**src/design/ufd_pkg.sv**
```systemverilog
`timescale 1ns / 1ps
`default_nettype none

package ufd_pkg;

  // Result kinds carried on the master-side tuser
  typedef enum logic [1:0] {
    KIND_DATA    = 2'd0,
    KIND_LEN_ERR = 2'd1,
    KIND_SUM_ERR = 2'd2,
    KIND_TIMEOUT = 2'd3
  } kind_t;

  // Input item kinds carried on the slave-side tuser
  localparam logic CMD_BYTE = 1'b0;
  localparam logic CMD_TICK = 1'b1;

  // Configuration register indexes
  localparam logic [1:0] REG_RX_ENABLE = 2'd0;
  localparam logic [1:0] REG_MIN_LEN   = 2'd1;
  localparam logic [1:0] REG_MAX_LEN   = 2'd2;
  localparam logic [1:0] REG_TIMEOUT   = 2'd3;

  // Header marker byte ('#')
  localparam logic [7:0] HEADER_CHAR = 8'h23;

  // Smallest length byte that is ever accepted, and the hard length cap
  localparam logic [5:0] LEN_FLOOR = 6'd3;
  localparam int         LEN_CAP   = 32;

  // Field widths
  localparam int BYTE_W  = 8;
  localparam int LEN_W   = 6;
  localparam int PLEN_W  = 5;
  localparam int TICK_W  = 16;
  localparam int HASH_W  = 3;
  localparam int IDX_W   = 6;

endpackage : ufd_pkg

`default_nettype wire

```
**src/design/uart_frame_deframer.sv**
```systemverilog
`timescale 1ns / 1ps
`default_nettype none

// Channel   Dir  tdata                              tuser           tlast
// s_*       in   [7:0] rx_byte                      cmd (0 byte,    -
//                                                   1 tick)
// m_*       out  [7:0] data_byte, [12:8]            kind            last
//                payload_len, [15:13] zero
// cfg_*     in   write enable, 2-bit index, 16-bit data (no read-back)
//
// An input item is registered in S_IDLE and the frame state is updated in
// S_EXEC. An error result then goes through S_ERR to load the output register.
// A good frame is emitted from the frame store at one byte per cycle while
// m_tready does not stall it (one read port, registered read data); the input
// stays closed until its last byte loads. The output register stalls on m_tready
// without losing data. Reset is synchronous; the frame store is not cleared.

module uart_frame_deframer
  import ufd_pkg::*;
#(
  parameter int MAX_FRAME  = 32,
  parameter int HEADER_RUN = 5
) (
  input  wire logic        clk,
  input  wire logic        rst,
  // slave side
  input  wire logic        s_tvalid,
  output logic             s_tready,
  input  wire logic [7:0]  s_tdata,   // [7:0] rx_byte
  input  wire logic        s_tuser,   // [0] cmd
  // master side
  output logic             m_tvalid,
  input  wire logic        m_tready,
  output logic [15:0]      m_tdata,   // [7:0] data_byte, [12:8] payload_len, [15:13] zero
  output logic [1:0]       m_tuser,   // [1:0] kind
  output logic             m_tlast,
  // configuration
  input  wire logic        cfg_we,
  input  wire logic [1:0]  cfg_index,
  input  wire logic [15:0] cfg_wdata
);

  localparam int AW       = (MAX_FRAME > 1) ? $clog2(MAX_FRAME) : 1;
  localparam int CW       = (AW > PLEN_W) ? AW : PLEN_W;
  localparam int HI_CAP   = (MAX_FRAME < LEN_CAP) ? MAX_FRAME : LEN_CAP;
  localparam int HASH_SAT = (HEADER_RUN < 7) ? HEADER_RUN + 1 : 7;

  typedef enum logic [1:0] {PH_IDLE, PH_WAIT, PH_READ} phase_t;
  typedef enum logic [1:0] {S_IDLE, S_EXEC, S_ERR, S_EMIT} state_t;

  // configuration registers
  logic              rx_enable;
  logic [LEN_W-1:0]  min_frame_len;
  logic [LEN_W-1:0]  max_frame_len;
  logic [TICK_W-1:0] timeout_ticks;

  // sequencer and frame state
  state_t             state;
  phase_t             phase, phase_next;
  logic [HASH_W-1:0]  hash_run_count, hash_run_count_next;
  logic               header_pending, header_pending_next;
  logic [BYTE_W-1:0]  frame_length, frame_length_next;
  logic [IDX_W-1:0]   byte_index, byte_index_next;
  logic [BYTE_W-1:0]  running_sum, running_sum_next;
  logic [TICK_W-1:0]  deadline_count, deadline_count_next;
  logic               item_cmd;
  logic [BYTE_W-1:0]  item_byte;
  kind_t              err_kind, err_kind_next;
  logic               go_err, go_emit;
  logic [AW-1:0]      emit_idx;

  // frame store
  logic [BYTE_W-1:0]  frame_store [MAX_FRAME];
  logic               mem_we;
  logic [AW-1:0]      mem_waddr;
  logic [AW-1:0]      rd_addr;
  logic [BYTE_W-1:0]  rd_q;

  // effective length limits
  logic [LEN_W-1:0]   len_lo, len_hi;
  logic [IDX_W-1:0]   idx_inc;
  logic [IDX_W-1:0]   slot;
  logic [TICK_W-1:0]  dl_dec;
  logic [PLEN_W-1:0]  plen;
  logic               out_free, emit_load, emit_last;
  phase_t             ph;

  assign s_tready  = (state == S_IDLE);
  assign out_free  = !m_tvalid || m_tready;
  assign emit_load = (state == S_EMIT) && out_free;
  assign plen      = PLEN_W'(frame_length - 8'd2);
  assign emit_last = (CW'(emit_idx) + CW'(1)) == CW'(plen);

  assign len_lo = (min_frame_len < LEN_FLOOR) ? LEN_FLOOR : min_frame_len;
  assign len_hi = (max_frame_len > LEN_W'(HI_CAP)) ? LEN_W'(HI_CAP) : max_frame_len;

  assign idx_inc = byte_index + 1'b1;
  assign slot    = byte_index - 1'b1;
  assign dl_dec  = (deadline_count != '0) ? deadline_count - 1'b1 : deadline_count;

  // read address runs one ahead when a byte leaves, so rd_q follows emit_idx
  always_comb begin
    if (state == S_EMIT) begin
      rd_addr = emit_load ? AW'(emit_idx + 1'b1) : emit_idx;
    end else begin
      rd_addr = '0;
    end
  end

  // frame update for the item held in the execute step
  always_comb begin
    phase_next          = phase;
    hash_run_count_next = hash_run_count;
    header_pending_next = header_pending;
    frame_length_next   = frame_length;
    byte_index_next     = byte_index;
    running_sum_next    = running_sum;
    deadline_count_next = deadline_count;
    err_kind_next       = err_kind;
    go_err              = 1'b0;
    go_emit             = 1'b0;
    mem_we              = 1'b0;
    mem_waddr           = slot[AW-1:0];
    ph                  = (phase == PH_READ) ? PH_READ : PH_WAIT;

    if (state == S_EXEC) begin
      if (!rx_enable) begin
        phase_next          = PH_IDLE;
        hash_run_count_next = '0;
        header_pending_next = 1'b0;
      end else begin
        if (item_cmd == CMD_BYTE) begin
          // header run count, saturating
          if (item_byte == HEADER_CHAR) begin
            if (hash_run_count != HASH_W'(HASH_SAT)) begin
              hash_run_count_next = hash_run_count + 1'b1;
            end
            if ((hash_run_count_next == HASH_W'(HEADER_RUN)) &&
                (hash_run_count != HASH_W'(HEADER_RUN))) begin
              header_pending_next = 1'b1;
            end
          end else begin
            hash_run_count_next = '0;
          end

          if (ph == PH_READ) begin
            if (byte_index == '0) begin
              // length byte
              frame_length_next = item_byte;
              running_sum_next  = item_byte;
              byte_index_next   = IDX_W'(1);
              if ((item_byte < {2'b00, len_lo}) || (item_byte > {2'b00, len_hi})) begin
                err_kind_next = KIND_LEN_ERR;
                go_err        = 1'b1;
                ph            = PH_WAIT;
              end
            end else begin
              mem_we          = 1'b1;
              byte_index_next = idx_inc;
              if ({2'b00, idx_inc} == frame_length) begin
                // checksum byte
                ph = PH_WAIT;
                if (item_byte == running_sum) begin
                  go_emit = 1'b1;
                end else begin
                  err_kind_next = KIND_SUM_ERR;
                  go_err        = 1'b1;
                end
              end else begin
                running_sum_next = running_sum + item_byte;
              end
            end
          end
        end else if (ph == PH_READ) begin
          // timer tick counts the deadline down
          deadline_count_next = dl_dec;
          if (dl_dec == '0) begin
            err_kind_next = KIND_TIMEOUT;
            go_err        = 1'b1;
            ph            = PH_WAIT;
          end
        end

        // a pending header opens the next frame
        if ((ph == PH_WAIT) && header_pending_next) begin
          header_pending_next = 1'b0;
          hash_run_count_next = '0;
          ph                  = PH_READ;
          byte_index_next     = '0;
          running_sum_next    = '0;
          deadline_count_next = timeout_ticks;
        end
        phase_next = ph;
      end
    end
  end

  // configuration writes
  always_ff @(posedge clk) begin
    if (rst) begin
      rx_enable     <= 1'b0;
      min_frame_len <= LEN_W'(3);
      max_frame_len <= LEN_W'(32);
      timeout_ticks <= TICK_W'(1000);
    end else if (cfg_we) begin
      case (cfg_index)
        REG_RX_ENABLE: rx_enable     <= cfg_wdata[0];
        REG_MIN_LEN:   min_frame_len <= cfg_wdata[LEN_W-1:0];
        REG_MAX_LEN:   max_frame_len <= cfg_wdata[LEN_W-1:0];
        REG_TIMEOUT:   timeout_ticks <= cfg_wdata[TICK_W-1:0];
        default: ;
      endcase
    end
  end

  // frame store: one write port, one registered read port
  always_ff @(posedge clk) begin
    if (mem_we) begin
      frame_store[mem_waddr] <= item_byte;
    end
    rd_q <= frame_store[rd_addr];
  end

  // sequencer, frame state and output register
  always_ff @(posedge clk) begin
    if (rst) begin
      state          <= S_IDLE;
      phase          <= PH_IDLE;
      hash_run_count <= '0;
      header_pending <= 1'b0;
      frame_length   <= '0;
      byte_index     <= '0;
      running_sum    <= '0;
      deadline_count <= '0;
      err_kind       <= KIND_DATA;
      emit_idx       <= '0;
      m_tvalid       <= 1'b0;
    end else begin
      phase          <= phase_next;
      hash_run_count <= hash_run_count_next;
      header_pending <= header_pending_next;
      frame_length   <= frame_length_next;
      byte_index     <= byte_index_next;
      running_sum    <= running_sum_next;
      deadline_count <= deadline_count_next;
      err_kind       <= err_kind_next;

      // taken result leaves, unless a new one loads in the same cycle
      if (m_tvalid && m_tready && (state != S_ERR) && !emit_load) begin
        m_tvalid <= 1'b0;
      end

      case (state)
        S_IDLE: begin
          if (s_tvalid) begin
            item_cmd  <= s_tuser;
            item_byte <= s_tdata;
            state     <= S_EXEC;
          end
        end
        S_EXEC: begin
          emit_idx <= '0;
          if (go_err) begin
            state <= S_ERR;
          end else if (go_emit) begin
            state <= S_EMIT;
          end else begin
            state <= S_IDLE;
          end
        end
        S_ERR: begin
          if (out_free) begin
            m_tvalid <= 1'b1;
            m_tdata  <= '0;
            m_tuser  <= err_kind;
            m_tlast  <= 1'b1;
            state    <= S_IDLE;
          end
        end
        S_EMIT: begin
          if (emit_load) begin
            m_tvalid <= 1'b1;
            m_tdata  <= {3'b000, plen, rd_q};
            m_tuser  <= KIND_DATA;
            m_tlast  <= emit_last;
            emit_idx <= AW'(emit_idx + 1'b1);
            if (emit_last) begin
              state <= S_IDLE;
            end
          end
        end
        default: state <= S_IDLE;
      endcase
    end
  end

endmodule : uart_frame_deframer

`default_nettype wire

```
**config.mk**
```make
export PLATFORM = sky130hd
export DESIGN_NAME = uart_frame_deframer
export DESIGN_NICKNAME = d
export VERILOG_FILES = /design/src/design/ufd_pkg.sv /design/src/design/uart_frame_deframer.sv
export SDC_FILE = /design/constraint.sdc
export NUM_CORES = 1
export LEC_CHECK = 0
export ABC_AREA = 0
export BUFFER_PORTS_ARGS = -buffer_cell sky130_fd_sc_hd__buf_2
export CAP_MARGIN = 15
export CORE_ASPECT_RATIO = 1.1
export CORE_UTILIZATION = 40
export CTS_CLUSTER_DIAMETER = 200
export DETAILED_ROUTE_END_ITERATION = 8
export GPL_ROUTABILITY_DRIVEN = 0
export GPL_TIMING_DRIVEN = 0
export SYNTH_ARGS = -nofsm -noshare
export SYNTH_HDL_FRONTEND = slang
export SYNTH_SLANG_ARGS = --single-unit
```
**constraint.sdc**
```tcl
create_clock -name clk -period 3.8 [get_ports clk]
set_input_delay 1.14 -clock clk [delete_from_list [all_inputs] [get_ports clk]]
set_output_delay 1.14 -clock clk [all_outputs]
set_load 0.1 [all_outputs]
```
==> results.json <==
{
  "finalPower_w": 0.00865,
  "core-area_sq_um": 41500,
  "worst_setup_path_end_kind": "register",
  "outcome": "finished, violations left",
  "io_buffers": 48,
  "antenna_cells": 0,
  "cts_num_sinks": 372,
  "grt_pass1_vias": 12198,
  "min_period_ns": 3.81,
  "violations": "negative setup slack",
  "clk_path_buf_depth": 3,
  "nets": 1700,
  "antenna_found_initial": 0,
  "synthArstFlopShare_pct": 0,
  "worst_pin_slew_ns": 1.09,
  "wire_per_inst_um": 21.3,
  "syn-mean-instance-area_sq_um": 11.1,
  "routed_wl_um": 47500,
  "rsz0062_at_grt": "false",
  "cts_hold_buf": 0,
  "synth_area_sq_um": 16900,
  "fillCellCount": 3834,
  "period_share_pct": 100,
  "finalHoldViolCount": 0,
  "ir_drop_uv": 304,
  "route.detailed.drc": 0,
  "die_area_sq_um": 43100,
  "num_rows": 78,
  "register_area_sq_um": 10300,
  "synth_ff_type": "edfxtp_1",
  "pin_count": 53,
  "crit_path_max_fanout": 10,
  "post-place-ws_ns": -0.881,
  "required_ns": 4.25,
  "final_common_cell": "nand2_1",
  "max-cap-violations": 0,
  "postLayoutSetupSlackWorst_ns": -0.0143,
  "layout_common_cells": "nand2_1, edfxtp_1, nand3_1, dfxtp_1, clkbuf_1",
  "ys_types": 93,
  "dp_hpwl_um": 34400,
  "max_freq_mhz": 262,
  "hold_path.class": "reg2reg",
  "antenna_left": 0,
  "synth-edff-count": 281,
  "overflow": 0,
  "ys_warn_count": 0,
  "clk_pin_slew_ns": 0.06,
  "ys_ff_latch": 372,
  "grt_start_max_net_pins": 26,
  "power_leakage_nw": 6.98,
  "cts_max_level": 2,
  "start_kind": "input pin",
  "grt_usage_pct": 22.5,
  "final_max_slew_viol_count": 0,
  "slowest_delay_ns": 0.68,
  "p_per_area_nw_per_um2": 439,
  "multi_input_area_sq_um": 6310,
  "ys_seq_area_share_pct": 60.7,
  "cts_tree": "built",
  "critPathSlowestCell": "a311oi_1",
  "cp.arrival_ns": 4.27,
  "num_vias": 12513,
  "setup_tns_ns": -0.0143,
  "die_w_um": 198,
  "dr.pass1.iters": 5,
  "cp_cell_sequence": "buf_2, nor2b_1, xnor2_1, and2_1, clkbuf_1, clkbuf_1, buf_2, a311oi_1, a311oi_1, a21oi_1, a21o_1",
  "fp.dieH_um": 218,
  "clock_latency_ns": 0.56,
  "setup_viol_count_final": 1,
  "drt_iter0_markers": 1233,
  "critical_path_class": "in2reg",
  "final_layout_size_suffix_gt1_share_pct": 14.5,
  "numCtsBuffers": 40,
  "via_per_inst": 5.62,
  "grt_pass1_wl_um": 72700,
  "start_util_pct": 40.7,
  "synth_cells": 1519,
  "final_core_util_pct": 47.5,
  "timing.slew.headroom_pct": 27.4,
  "cts-root-buf": "clkbuf_16",
  "finClkSkew_ns": 0.0122,
  "area_delta_synth_final_pct": 16.7
}
-- routing by layer --
| layer | share of wire (%) | GRT usage (%) | vias to the layer above |
|---|---|---|---|
| li1 | - | - | 5900 |
| met1 | 41 | 28.5 | 6041 |
| met2 | 49 | 37.8 | 486 |
| met3 | 6.5 | 4.01 | 86 |
| met4 | 3.6 | 8.94 | 0 |
| met5 | 0 | 0 | - |
-- worst paths after layout --
kind,slack (ns),endpoint,startpoint,cells past startpoint
worst max-delay path,-0.01,rd_q[6],m_tready,11
worst min-delay path,0.45,frame_length[6],frame_length[6],2
worst max register to register,0.28,deadline_count[3],deadline_count[0],11
worst min register to register,0.45,frame_length[6],frame_length[6],2
-- sequential cells by signal (all words and copies together) (netlist names), 2 cells and up --
signal          count
phase               2
m_tuser             2
err_kind            2
state               2
byte_index          6
m_tdata            13
emit_idx            5
rd_q                8
min_frame_len       6
frame_store       256
timeout_ticks      16
frame_length        8
running_sum         8
max_frame_len       6
deadline_count     16
item_byte           8
hash_run_count      3
-- kinds of logic (layout without fill, tap and decap cells) --
| kind of cell | count (synthesis) | after routing | share of synthesized area, % |
|---|---|---|---|
| AO/OA/AOI/OAI | 292 | 292 | 12.6 |
| XOR/XNOR | 28 | 28 | 1.45 |
| adder cells (fa/ha/maj) | 31 | 31 | 2.34 |
| buffers and inverters | 130 | 274 | 3.35 |
| flip-flops | 372 | 372 | 60.7 |
| multiplexers | 23 | 23 | 1.39 |
| other | 1 | 3 | 0.0222 |
| AND/OR/NAND/NOR | 642 | 642 | 18.2 |
-- synth_stat cells (all sizes together), types with 4 or more instances --
master / instances / area [sq um]
clkbuf: 74 / 278
nand2: 301 / 1130
a21o: 10 / 75.1
nand2b: 16 / 100
nor2b: 9 / 56.3
dfxtp: 91 / 1820
and3: 46 / 288
a32oi: 4 / 35.0
nand3: 99 / 518
nor2: 82 / 332
mux2: 4 / 45.0
o2bb2ai: 7 / 61.3
nand3b: 5 / 37.5
o31ai: 4 / 43.8
o22ai: 4 / 25.0
edfxtp: 281 / 8440
nor3: 19 / 100
nand4: 12 / 81.3
a211oi: 46 / 350
nor4: 10 / 90.1
a311oi: 50 / 438
a31oi: 39 / 244
inv: 26 / 97.6
o21ai: 25 / 125
o32ai: 4 / 35.0
ha: 30 / 375
and2: 8 / 50.1
xnor2: 19 / 166
mux2i: 19 / 190
xor2: 9 / 78.8
or3: 12 / 77.6
or4: 7 / 61.3
buf: 29 / 186
a22oi: 5 / 37.5
and4: 4 / 37.5
a21oi: 59 / 299
-- critical path, delay by kind of cell --
kind | cells | cell delay [ns]
buf+inv | 4 | 1.21
xor+xnor | 1 | 0.19
simple gates | 2 | 0.57
compound gates | 4 | 1.16
-- what timing repair did --
| item | CTS | global route |
|---|---|---|
| gates resized for setup | 29 | 52 |
| endpoints found under the setup margin | 215 | 295 |
| pin swaps | 0 | 1 |
| setup buffers | 1 | 16 |
-- layout make-up --
| type | count | area share [%] |
|---|---|---|
| sequential | 372 | 52.0 |
| multi-input combinational | 1019 | 32.0 |
| clock buffer | 55 | 5.67 |
| tap | 560 | 3.55 |
| timing repair buffer | 76 | 3.19 |
| buffer | 101 | 2.39 |
| clock inverter | 15 | 0.622 |
| inverter | 27 | 0.514 |
-- power by group --
group,internal [W],switching (W)
logic,0.000181,0.000341
registers,0.00437,0.0000281
clock network,0.00213,0.00159
-- stage by stage --
stage / std cells / instance area [sq um] / hold WS (ns)
finish: 2225 / 19700 / 0.453
floorplan: 1521 / 16900 / 0.432
detailed placement: 2140 / 18100 / 0.447
CTS: 2211 / 19400 / 0.454
global route: 2225 / 19700 / 0.477
global placement: 2129 / 17800 / 0.441
No activity file was read; power rests on OpenSTA's default activity.
